`src/sv/assert_macros.svh`:
```
// Assertion helpers shared by the checksum RTL.
// Each macro expects clk and arst_n in scope.
`ifndef ASSERT_MACROS_SVH
`define ASSERT_MACROS_SVH

`ifndef SYNTH

// Same-cycle implication
`define ASSERT_IMPL(lbl, ante, cons) \
	lbl: assert property (@(posedge clk) disable iff (!arst_n) (ante) |-> (cons)) \
		else $error("assertion failed");

// Next-cycle implication
`define ASSERT_NEXT(lbl, ante, cons) \
	lbl: assert property (@(posedge clk) disable iff (!arst_n) (ante) |=> (cons)) \
		else $error("assertion failed");

`else

`define ASSERT_IMPL(lbl, ante, cons)
`define ASSERT_NEXT(lbl, ante, cons)

`endif

`endif

```
`src/sv/tphc_pkg.sv`:
```
`timescale 1ns / 1ps

package tphc_pkg;

	// Default width of the byte counter
	localparam int LENGTH_BITS_DEF = 17;

	// Protocol byte after reset (TCP)
	localparam logic [7:0] PROTO_RESET = 8'd6;

	// Byte count codes of an input word
	localparam logic [1:0] BC_NONE = 2'd0;
	localparam logic [1:0] BC_ONE  = 2'd1;

	// Largest value a folded running sum can take
	localparam logic [16:0] SUM_MAX = 17'h10000;

	// Word handed from the input stages to the accumulator
	typedef struct packed {
		logic [15:0] data_word;
		logic [1:0]  byte_count;
		logic        first;
		logic        last;
		logic        include_pseudo;
		logic [16:0] pseudo_sum;
	} tphc_item_t;

	// Ones' complement add with one end-around fold; acc stays <= 0x10000
	function automatic logic [16:0] fold_add(input logic [16:0] acc, input logic [15:0] v);
		logic [17:0] s;
		s = {1'b0, acc} + {2'b00, v};
		return {1'b0, s[15:0]} + {15'b0, s[17:16]};
	endfunction

endpackage

```
`src/sv/tcp_pseudo_header_checksum.sv`:
```
`timescale 1ns / 1ps
// A last word passes the input and second stage before its checksum is registered.
// Throughput: one input word per cycle unless a waiting result holds a last word back.
// Pipeline: input register, pseudo-header sum register, accumulator with output register.
// A waiting result stalls the pipeline only when the next last word reaches the accumulator.
// Reset (arst_n low, asynchronous): pipeline empty, sum and length cleared, protocol = 6.

`include "assert_macros.svh"

module tcp_pseudo_header_checksum #(
	parameter int LENGTH_BITS = tphc_pkg::LENGTH_BITS_DEF
) (
	input  logic        clk,
	input  logic        arst_n,
	// Input stream
	input  logic        s_axis_tvalid,
	output logic        s_axis_tready,
	input  logic [87:0] s_axis_tdata,  // data_word[15:0], byte_count[17:16],
	                                   // src_addr[49:18], dst_addr[81:50], zero[87:82]
	input  logic        s_axis_tlast,  // last
	input  logic [1:0]  s_axis_tuser,  // first[0], include_pseudo[1]
	// Result stream
	output logic        m_axis_tvalid,
	input  logic        m_axis_tready,
	output logic [15:0] m_axis_tdata,  // checksum[15:0]
	// Protocol register write
	input  logic        cfg_valid,
	output logic        cfg_ready,
	input  logic [7:0]  cfg_data       // protocol_number
);
	import tphc_pkg::*;

	logic [7:0]  proto_q;

	logic        valid_s1;
	logic [15:0] word_s1;
	logic [1:0]  count_s1;
	logic        first_s1;
	logic        last_s1;
	logic        pseudo_s1;
	logic [31:0] src_s1;
	logic [31:0] dst_s1;

	logic        valid_s2;
	tphc_item_t  item_s2;

	logic        out_valid_q;
	logic [15:0] out_data_q;

	logic        out_free;
	logic        fire_s2;
	logic        free_s2;
	logic        move_s1;
	logic        take;
	logic [18:0] psum_wide;
	logic [16:0] psum_fold;
	logic [16:0] psum;
	logic [15:0] checksum;

	// Handshake
	assign out_free      = !out_valid_q || m_axis_tready;
	assign fire_s2       = valid_s2 && (!item_s2.last || out_free);
	assign free_s2       = !valid_s2 || fire_s2;
	assign move_s1       = valid_s1 && free_s2;
	assign s_axis_tready = !valid_s1 || free_s2;
	assign take          = s_axis_tvalid && s_axis_tready;
	assign cfg_ready     = 1'b1;

	// Protocol register
	always_ff @(posedge clk or negedge arst_n) begin
		if (!arst_n) begin
			proto_q <= PROTO_RESET;
		end else if (cfg_valid) begin
			proto_q <= cfg_data;
		end
	end

	// Input register
	always_ff @(posedge clk or negedge arst_n) begin
		if (!arst_n) begin
			valid_s1 <= 1'b0;
		end else if (take) begin
			valid_s1 <= 1'b1;
		end else if (move_s1) begin
			valid_s1 <= 1'b0;
		end
	end

	always_ff @(posedge clk) begin
		if (take) begin
			word_s1   <= s_axis_tdata[15:0];
			count_s1  <= s_axis_tdata[17:16];
			src_s1    <= s_axis_tdata[49:18];
			dst_s1    <= s_axis_tdata[81:50];
			first_s1  <= s_axis_tuser[0];
			pseudo_s1 <= s_axis_tuser[1];
			last_s1   <= s_axis_tlast;
		end
	end

	// Pseudo-header sum: addresses and protocol added as a tree, then folded twice
	always_comb begin
		psum_wide = '0;
		if (pseudo_s1) begin
			psum_wide = ({3'b000, src_s1[31:16]} + {3'b000, src_s1[15:0]})
				+ ({3'b000, dst_s1[31:16]} + {3'b000, dst_s1[15:0]})
				+ {11'b0, proto_q};
		end
		psum_fold = {1'b0, psum_wide[15:0]} + {14'b0, psum_wide[18:16]};
		psum      = {1'b0, psum_fold[15:0]} + {16'b0, psum_fold[16]};
	end

	// Second stage
	always_ff @(posedge clk or negedge arst_n) begin
		if (!arst_n) begin
			valid_s2 <= 1'b0;
		end else if (move_s1) begin
			valid_s2 <= 1'b1;
		end else if (fire_s2) begin
			valid_s2 <= 1'b0;
		end
	end

	always_ff @(posedge clk) begin
		if (move_s1) begin
			item_s2.data_word      <= word_s1;
			item_s2.byte_count     <= count_s1;
			item_s2.first          <= first_s1;
			item_s2.last           <= last_s1;
			item_s2.include_pseudo <= pseudo_s1;
			item_s2.pseudo_sum     <= psum;
		end
	end

	tphc_accum #(
		.LENGTH_BITS(LENGTH_BITS)
	) u_accum (
		.clk      (clk),
		.arst_n   (arst_n),
		.step     (fire_s2),
		.item     (item_s2),
		.checksum (checksum)
	);

	// Output register
	always_ff @(posedge clk or negedge arst_n) begin
		if (!arst_n) begin
			out_valid_q <= 1'b0;
		end else if (fire_s2 && item_s2.last) begin
			out_valid_q <= 1'b1;
		end else if (m_axis_tready) begin
			out_valid_q <= 1'b0;
		end
	end

	always_ff @(posedge clk) begin
		if (fire_s2 && item_s2.last) begin
			out_data_q <= checksum;
		end
	end

	assign m_axis_tvalid = out_valid_q;
	assign m_axis_tdata  = out_data_q;

	`ASSERT_NEXT(a_last_gives_result, fire_s2 && item_s2.last, out_valid_q)
	`ASSERT_IMPL(a_no_overwrite, out_valid_q && !m_axis_tready, !(fire_s2 && item_s2.last))
	`ASSERT_NEXT(a_nonlast_drains, valid_s2 && !item_s2.last, !valid_s2 || $past(move_s1))

endmodule

```
`src/sv/tphc_accum.sv`:
```
`timescale 1ns / 1ps

`include "assert_macros.svh"

module tphc_accum #(
	parameter int LENGTH_BITS = tphc_pkg::LENGTH_BITS_DEF
) (
	input  logic                  clk,
	input  logic                  arst_n,
	input  logic                  step,
	input  tphc_pkg::tphc_item_t  item,
	output logic [15:0]           checksum
);
	import tphc_pkg::*;

	logic [16:0]            sum_q;
	logic [LENGTH_BITS-1:0] total_q;
	logic                   pseudo_q;

	logic [16:0]            sum_base;
	logic [16:0]            sum_data;
	logic [16:0]            sum_len;
	logic [16:0]            sum_final;
	logic                   pseudo_cur;
	logic [LENGTH_BITS-1:0] total_base;
	logic [1:0]             nbytes;
	logic [LENGTH_BITS:0]   total_sum;
	logic [LENGTH_BITS-1:0] total_new;
	logic [LENGTH_BITS+15:0] total_ext;

	// A first word restarts from the precomputed pseudo-header sum
	always_comb begin
		sum_base   = item.first ? item.pseudo_sum : sum_q;
		pseudo_cur = item.first ? item.include_pseudo : pseudo_q;
		total_base = item.first ? '0 : total_q;
	end

	// Data word add; a single byte is padded with a zero low byte
	always_comb begin
		case (item.byte_count)
			BC_NONE: begin
				sum_data = sum_base;
				nbytes   = 2'd0;
			end
			BC_ONE: begin
				sum_data = fold_add(sum_base, {item.data_word[15:8], 8'h00});
				nbytes   = 2'd1;
			end
			default: begin
				sum_data = fold_add(sum_base, item.data_word);
				nbytes   = 2'd2;
			end
		endcase
	end

	// Saturating byte counter
	always_comb begin
		total_sum = {1'b0, total_base} + {{(LENGTH_BITS-1){1'b0}}, nbytes};
		total_new = total_sum[LENGTH_BITS] ? '1 : total_sum[LENGTH_BITS-1:0];
		total_ext = {16'b0, total_new};
	end

	// Segment length, last fold and inversion
	always_comb begin
		sum_len   = pseudo_cur ? fold_add(sum_data, total_ext[15:0]) : sum_data;
		sum_final = {1'b0, sum_len[15:0]} + {16'b0, sum_len[16]};
		checksum  = ~sum_final[15:0];
	end

	// Packet state; cleared after the last word
	always_ff @(posedge clk or negedge arst_n) begin
		if (!arst_n) begin
			sum_q    <= '0;
			total_q  <= '0;
			pseudo_q <= 1'b0;
		end else if (step) begin
			if (item.last) begin
				sum_q    <= '0;
				total_q  <= '0;
				pseudo_q <= 1'b0;
			end else begin
				sum_q    <= sum_data;
				total_q  <= total_new;
				pseudo_q <= pseudo_cur;
			end
		end
	end

	`ASSERT_IMPL(a_sum_bound, 1'b1, sum_q <= SUM_MAX)
	`ASSERT_NEXT(a_clear_after_last, step && item.last, sum_q == '0 && total_q == '0 && !pseudo_q)
	`ASSERT_NEXT(a_total_grows, step && !item.first && !item.last, total_q >= $past(total_q))

endmodule

```
`config.mk`:
```
export PLATFORM = sky130hd
export DESIGN_NAME = tcp_pseudo_header_checksum
export DESIGN_NICKNAME = d
export VERILOG_FILES = /design/src/sv/tphc_pkg.sv /design/src/sv/tcp_pseudo_header_checksum.sv /design/src/sv/tphc_accum.sv
export VERILOG_INCLUDE_DIRS = /design/src /design/src/sv
export SDC_FILE = /design/constraint.sdc
export NUM_CORES = 1
export LEC_CHECK = 0
export BUFFER_PORTS_ARGS = -buffer_cell sky130_fd_sc_hd__buf_2
export CORE_MARGIN = 1.5
export CORE_UTILIZATION = 40
export CTS_CLUSTER_SIZE = 8
export DETAILED_ROUTE_END_ITERATION = 8
export PLACE_DENSITY = 0.58
export SLEW_MARGIN = 25
export SYNTH_ARGS = -nofsm -noshare
export SYNTH_HDL_FRONTEND = slang
export SYNTH_SLANG_ARGS = --single-unit
```
`constraint.sdc`:
```
create_clock -name clk -period 9.8 [get_ports clk]
set_input_delay 1.96 -clock clk [delete_from_list [all_inputs] [get_ports clk]]
set_output_delay 1.96 -clock clk [all_outputs]
set_load 0.1 [all_outputs]
```
# Word level (Yosys, flattened, before mapping)

Cells that the tools add are included.

Register bits: 185
Bits of input ports: 104
Word-level logic and storage cells: 70

Add/subtract/negate cells: 14
Equality and inequality tests: 1
Mux-type cells: 17
Bitwise logic cells: 1
Reductions and logical operators: 16

Operators by type and width:

| cell                 | count |
|---|---|
| $mux W17             | 6 |
| $add A17 B16 Y18     | 3 |
| $add A16 B2 Y17      | 3 |
| $add A16 B16 Y17     | 2 |
| $pmux W17 S2         | 1 |
| $add A18 B8 Y19      | 1 |
| $mux W19             | 1 |
| $add A17 B17 Y18     | 1 |
| $add A17 B2 Y18      | 1 |
| $add A16 B1 Y17      | 1 |
| $add A16 B3 Y17      | 1 |
| $add A16 B1 Y16      | 1 |
| $not A16 Y16         | 1 |
| $mux W1              | 8 |
| $reduce_bool A2 Y1   | 3 |
| $logic_and A1 B1 Y1  | 4 |
| $logic_not A1 Y1     | 4 |
| $logic_or A1 B1 Y1   | 4 |
| $pmux W2 S2          | 1 |
| $eq A2 B1 Y1 const B | 1 |
| $logic_not A2 Y1     | 1 |

# Logic depth before layout (Yosys ltp)

Depth in word-level cells: 9
Depth in mapped cells: 44

# Hierarchy

From an unflattened synthesis, not the netlist that was laid out.

Cells, all modules: 1,335
Area total of the unflattened synthesis: 13,501.7 µm²

By module, submodules not included:

| module                     | times used | cells an instance | area an instance (µm²) | sequential area each (µm²) |
|---|---|---|---|---|
| tcp_pseudo_header_checksum | 1          | 557               | 7,603.5                | 4,451.8 |
| tphc_accum                 | 1          | 778               | 5,898.2                | 875.8 |

# Least setup slack after synthesis

OpenSTA, ideal clock, no wires.

Path kind: flip-flop to flip-flop
Start: register item_s2[19] in the netlist's numbering
End: register out_data_q[15], in the netlist m_axis_tdata[15] (data pin)
Setup time: 0.272 ns
Arrival: 9.264 ns
Required time: 9.528 ns
Slack: 0.264 ns
Stages on the path, launching flop included: 41
Cells stage by stage: edfxtp_1 buf_2 buf_1 clkbuf_1 mux2_2 ha_1 inv_1 fa_1 nor2b_1 o2111ai_1 a31oi_1 a31o_2 a21oi_1 o21ai_0 xnor2_1 ha_1 fa_1 nand2_1 [5 not listed] a21o_2 a221oi_2 a21oi_2 a31oi_1 o311ai_0 a21o_1 a21o_1 xnor2_1 ha_1 fa_1 nand2b_1 or4_1 nor4_1 xnor2_1 a22o_1 or4_4 a2111oi_2 xor2_1

Word-level cells in the longest chain between the ends: 9
Elaborated cells between the ends (all ways): 15
Classes of those cells: add/sub (8); mux (6); bitwise (1)

RTL lines:

| element              | RTL line                          | text |
|---|---|---|
| start, declared      | tcp_pseudo_header_checksum.sv:45  | `tphc_item_t item_s2;` |
| $mux W17             | tphc_accum.sv:33                  | `sum_base = item.first ? item.pseudo_sum : sum_q;` |
| $add A17 B16 Y18     | tphc_pkg.sv:31                    | `s = {1'b0, acc} + {2'b00, v};` |
| $add A16 B2 Y17      | tphc_pkg.sv:32                    | `return {1'b0, s[15:0]} + {15'b0, s[17:16]};` |
| $pmux W17 S2         | tphc_accum.sv:40                  | `case (item.byte_count)` |
| $add A17 B16 Y18     | tphc_pkg.sv:31                    |  |
| $add A16 B2 Y17      | tphc_pkg.sv:32                    |  |
| $mux W17 (*)         | tphc_accum.sv:65                  | `sum_len = pseudo_cur ? fold_add(sum_data, total_ext[15:0]) : sum_data;` |
| $add A16 B1 Y16 (*)  | tphc_accum.sv:66                  | `sum_final = {1'b0, sum_len[15:0]} + {16'b0, sum_len[16]};` |
| $not A16 Y16 (*)     | tphc_accum.sv:67                  | `checksum = ~sum_final[15:0];` |
| net checksum[15]     | tcp_pseudo_header_checksum.sv:58  | `logic [15:0] checksum;` |
| end signal, assigned | tcp_pseudo_header_checksum.sv:158 | `out_data_q <= checksum;` |
| end, declared        | tcp_pseudo_header_checksum.sv:48  | `logic [15:0] out_data_q;` |

Mark *: on every way through the listed nets, which the timed path passes. The rest lies on a longest branch.
A chain may end at the register's enable or synchronous reset.

# Worst setup path in the final report

Same ends and word-level chain as after synthesis.

==> run metrics <==
logic gate share of total power=0.572; critical path type=flop to flop; status=completed; post-route setup slack=0.5135 ns; Post-synth EDFFs=139; Hold Vio Cnt, Final=0; register area share after synthesis=0.4162; ANT nets after route=0; most common cell after layout, fill and taps aside=edfxtp_1; cells after synthesis=1188; final setup fails=0; DRC errors left=0; startpoint types=flop; final wirelength=29060 µm; final setup TNS=0 ns; die height=between 150 and 200 µm; post-layout power=around 4.2 mW; GRT overflow=0; num ports=123; Yosys warnings=0; worst endpoint required time=between 9 and 10 ns; main area contributors after synthesis=edfxtp_1, dfrtp_1, fa_1, ha_1, xnor2_1; DP Area=about 14000 µm²; Async S/R FF share, synth=0.2486; CP max FO=26; synthesized area=12800 µm²; fmax=between 100 and 150 MHz; HP Class=flop to flop; DP HPWL=about 23000 µm; placed cell count=between 1.5k and 2k; Chip Width=181.9 µm; Synth cell types=81; largest net degree at the start of global routing=~70; Flop pwr share=0.249; Final Cycle Share=0.9476; crit path DAT=around 9.5 ns; GRT Total Usage=0.1783; design area=~15000 µm²; CP Capture Type=flop; core area=~32000 µm²; footprint of the multi-input gates=approximately 7000 µm²; fin util=0.4758; RSZ-0062 raised after global routing=false; CTS buffer count=17; Synth Flop Type=edfxtp_1; H-tree depth=4; Max clock buf depth=2; P per Cell Area=278.2 nW/µm²; DIE AREA=roughly 33000 µm²; Worst path slowest cell=or4_1; Placement Setup Slack=0.3448 ns; Nets=roughly 1.6k; Yosys top cell area share=0.3261; worst hold margin=between 0.4 and 0.5 ns; clock group share of total power=0.178; CP max stage delay=0.60 ns; 1st-iter DRT viols=468; DR vias=about 9.5k; Cell Rows=65; P_sw=approximately 1.8 mW; Slew headroom=0.3624; switching share of total power=0.4292; fin cells=1772; first-pass GRT wire length=46000 µm; worst vdd ir=0.1733 mV; Clock Sinks=about 190; Post-CTS Repair Setup Buffers=0; Filler cells=between 2k and 3k; initial core utilization=0.4057; vias in the first global route=between 9k and 10k; Worst-Margin Slew=roughly 0.96 ns; cell taking the most area after synthesis=edfxtp_1; Pleak=between 6 and 7 nW; Reg area=approximately 5300 µm²; Placer Congestion=about 0.9; Synthesized Nets=about 1.4k; Mapped Avg Cell Area=10.78 µm²; Period minus WS final=around 9.3 ns; TritonCTS clock tree=yes; most frequent cells in the layout=edfxtp_1, buf_2, nand2_1; Clk Latency, worst-skew pair=0.45 ns; drt first pass iters=5; Layout area overhead=17.28%; Synth Register Bits=roughly 190; PortBufs=approximately 120; clock slew at reported path FFs=0.07 ns; n_diodes=0; clk_skew=a little under 0.02 ns; max_cap viols=0; Slew Limit Fails=0; number of antenna violations at the first check in global routing=0; Internal Power=roughly 2.4 mW; WL/cell=16.40 µm; share of layout cells above drive strength 1=0.2117; clk root buf=clkbuf_16; Via density=5.348
[state kept, by name, summed over array words and instances (netlist names)]
signal / flops
word_s1: 16
u_accum.total_q: 17
m_axis_tdata: 16
proto_q: 8
last_s1: 1
valid_s1: 1
item_s2: 38
dst_s1: 32
u_accum.pseudo_q: 1
count_s1: 2
m_axis_tvalid: 1
src_s1: 32
u_accum.sum_q: 17
pseudo_s1: 1
first_s1: 1
valid_s2: 1
[critical path, delay by kind of cell (launching register included)]
| kind | cells | cell delay [ns] |
|---|---|---|
| adders and majority gates | 6 | 1.55 |
| muxes | 2 | 0.44 |
| and+or+nand+nor | 8 | 2.40 |
| DFF | 1 | 0.42 |
| AOI/OAI and AO/OA | 14 | 2.87 |
| xor gates and xnor gates | 5 | 0.87 |
| buffers and inverters | 3 | 0.43 |
[routing by layer]
layer  part of all wire  up-vias  track usage
met1               0.46     4542       0.2400
met5                  0        -            0
li1                   -     4693            -
met3              0.043       35      0.02928
met2               0.47      206       0.2931
met4              0.019        0      0.05884
[kinds of logic (layout without fill, tap and decap cells)]
| group | after synthesis | count (layout) | share of synthesized area |
|---|---|---|---|
| buf+inv | 91 | 273 | 0.02727 |
| simple gates | 357 | 357 | 0.1458 |
| xor+xnor | 127 | 127 | 0.08748 |
| flops | 185 | 185 | 0.4162 |
| fa+ha+maj | 121 | 121 | 0.1458 |
| other cells | 1 | 1 | 0.0002929 |
| mux | 45 | 45 | 0.03744 |
| compound gates | 261 | 261 | 0.1397 |
[power by group through the flow]
stage | registers (mW) | clock network [mW] | logic, mW
after detailed placement | 1.06 | 0 | 2.35
after global routing | 1.05 | 0.795 | 2.62
after global placement | 1.06 | 0 | 2.33
final | 1.04 | 0.746 | 2.39
after CTS | 1.04 | 0.765 | 2.36
after floorplan | 1.15 | 0 | 1.59
[synth_stat cells (24+ instances only)]
master and number:
a21oi_1 61, clkbuf_1 37, xnor2_1 79, dfrtp_1 44, a21o_1 29, inv_1 46, nand3_1 33, nand2_1 83
nor2_1 74, xor2_1 47, nor3_1 24, edfxtp_1 139, o21ai_0 54, fa_1 47, ha_1 74
[cell type report]
| class | instances | share of cell area |
|---|---|---|
| inverter | 46 | 0.01150 |
| multi-input combinational | 912 | 0.4790 |
| clock inverter | 12 | 0.01217 |
| sequential | 185 | 0.3549 |
| tap | 402 | 0.03350 |
| clock buffer | 20 | 0.02975 |
| timing repair buffer | 195 | 0.07917 |
[final timing paths]
path,cells past startpoint,end,start,slack (ns)
worst max-delay path,38,m_axis_tdata[15],item_s2[19],0.51
worst min-delay path,0,item_s2[31],word_s1[9],0.42
worst max register to register,38,m_axis_tdata[15],item_s2[19],0.51
worst min register to register,0,item_s2[31],word_s1[9],0.42
max in group asynchronous,2,proto_q[0],arst_n,7.73
min in group asynchronous,2,u_accum.total_q[14],arst_n,1.60
[timing repair]
action                     CTS  global route
setup endpoints to repair    0            10
gates resized for setup      0            13
hold buffers                 0             0
No activity file was read; power rests on OpenSTA's default activity.
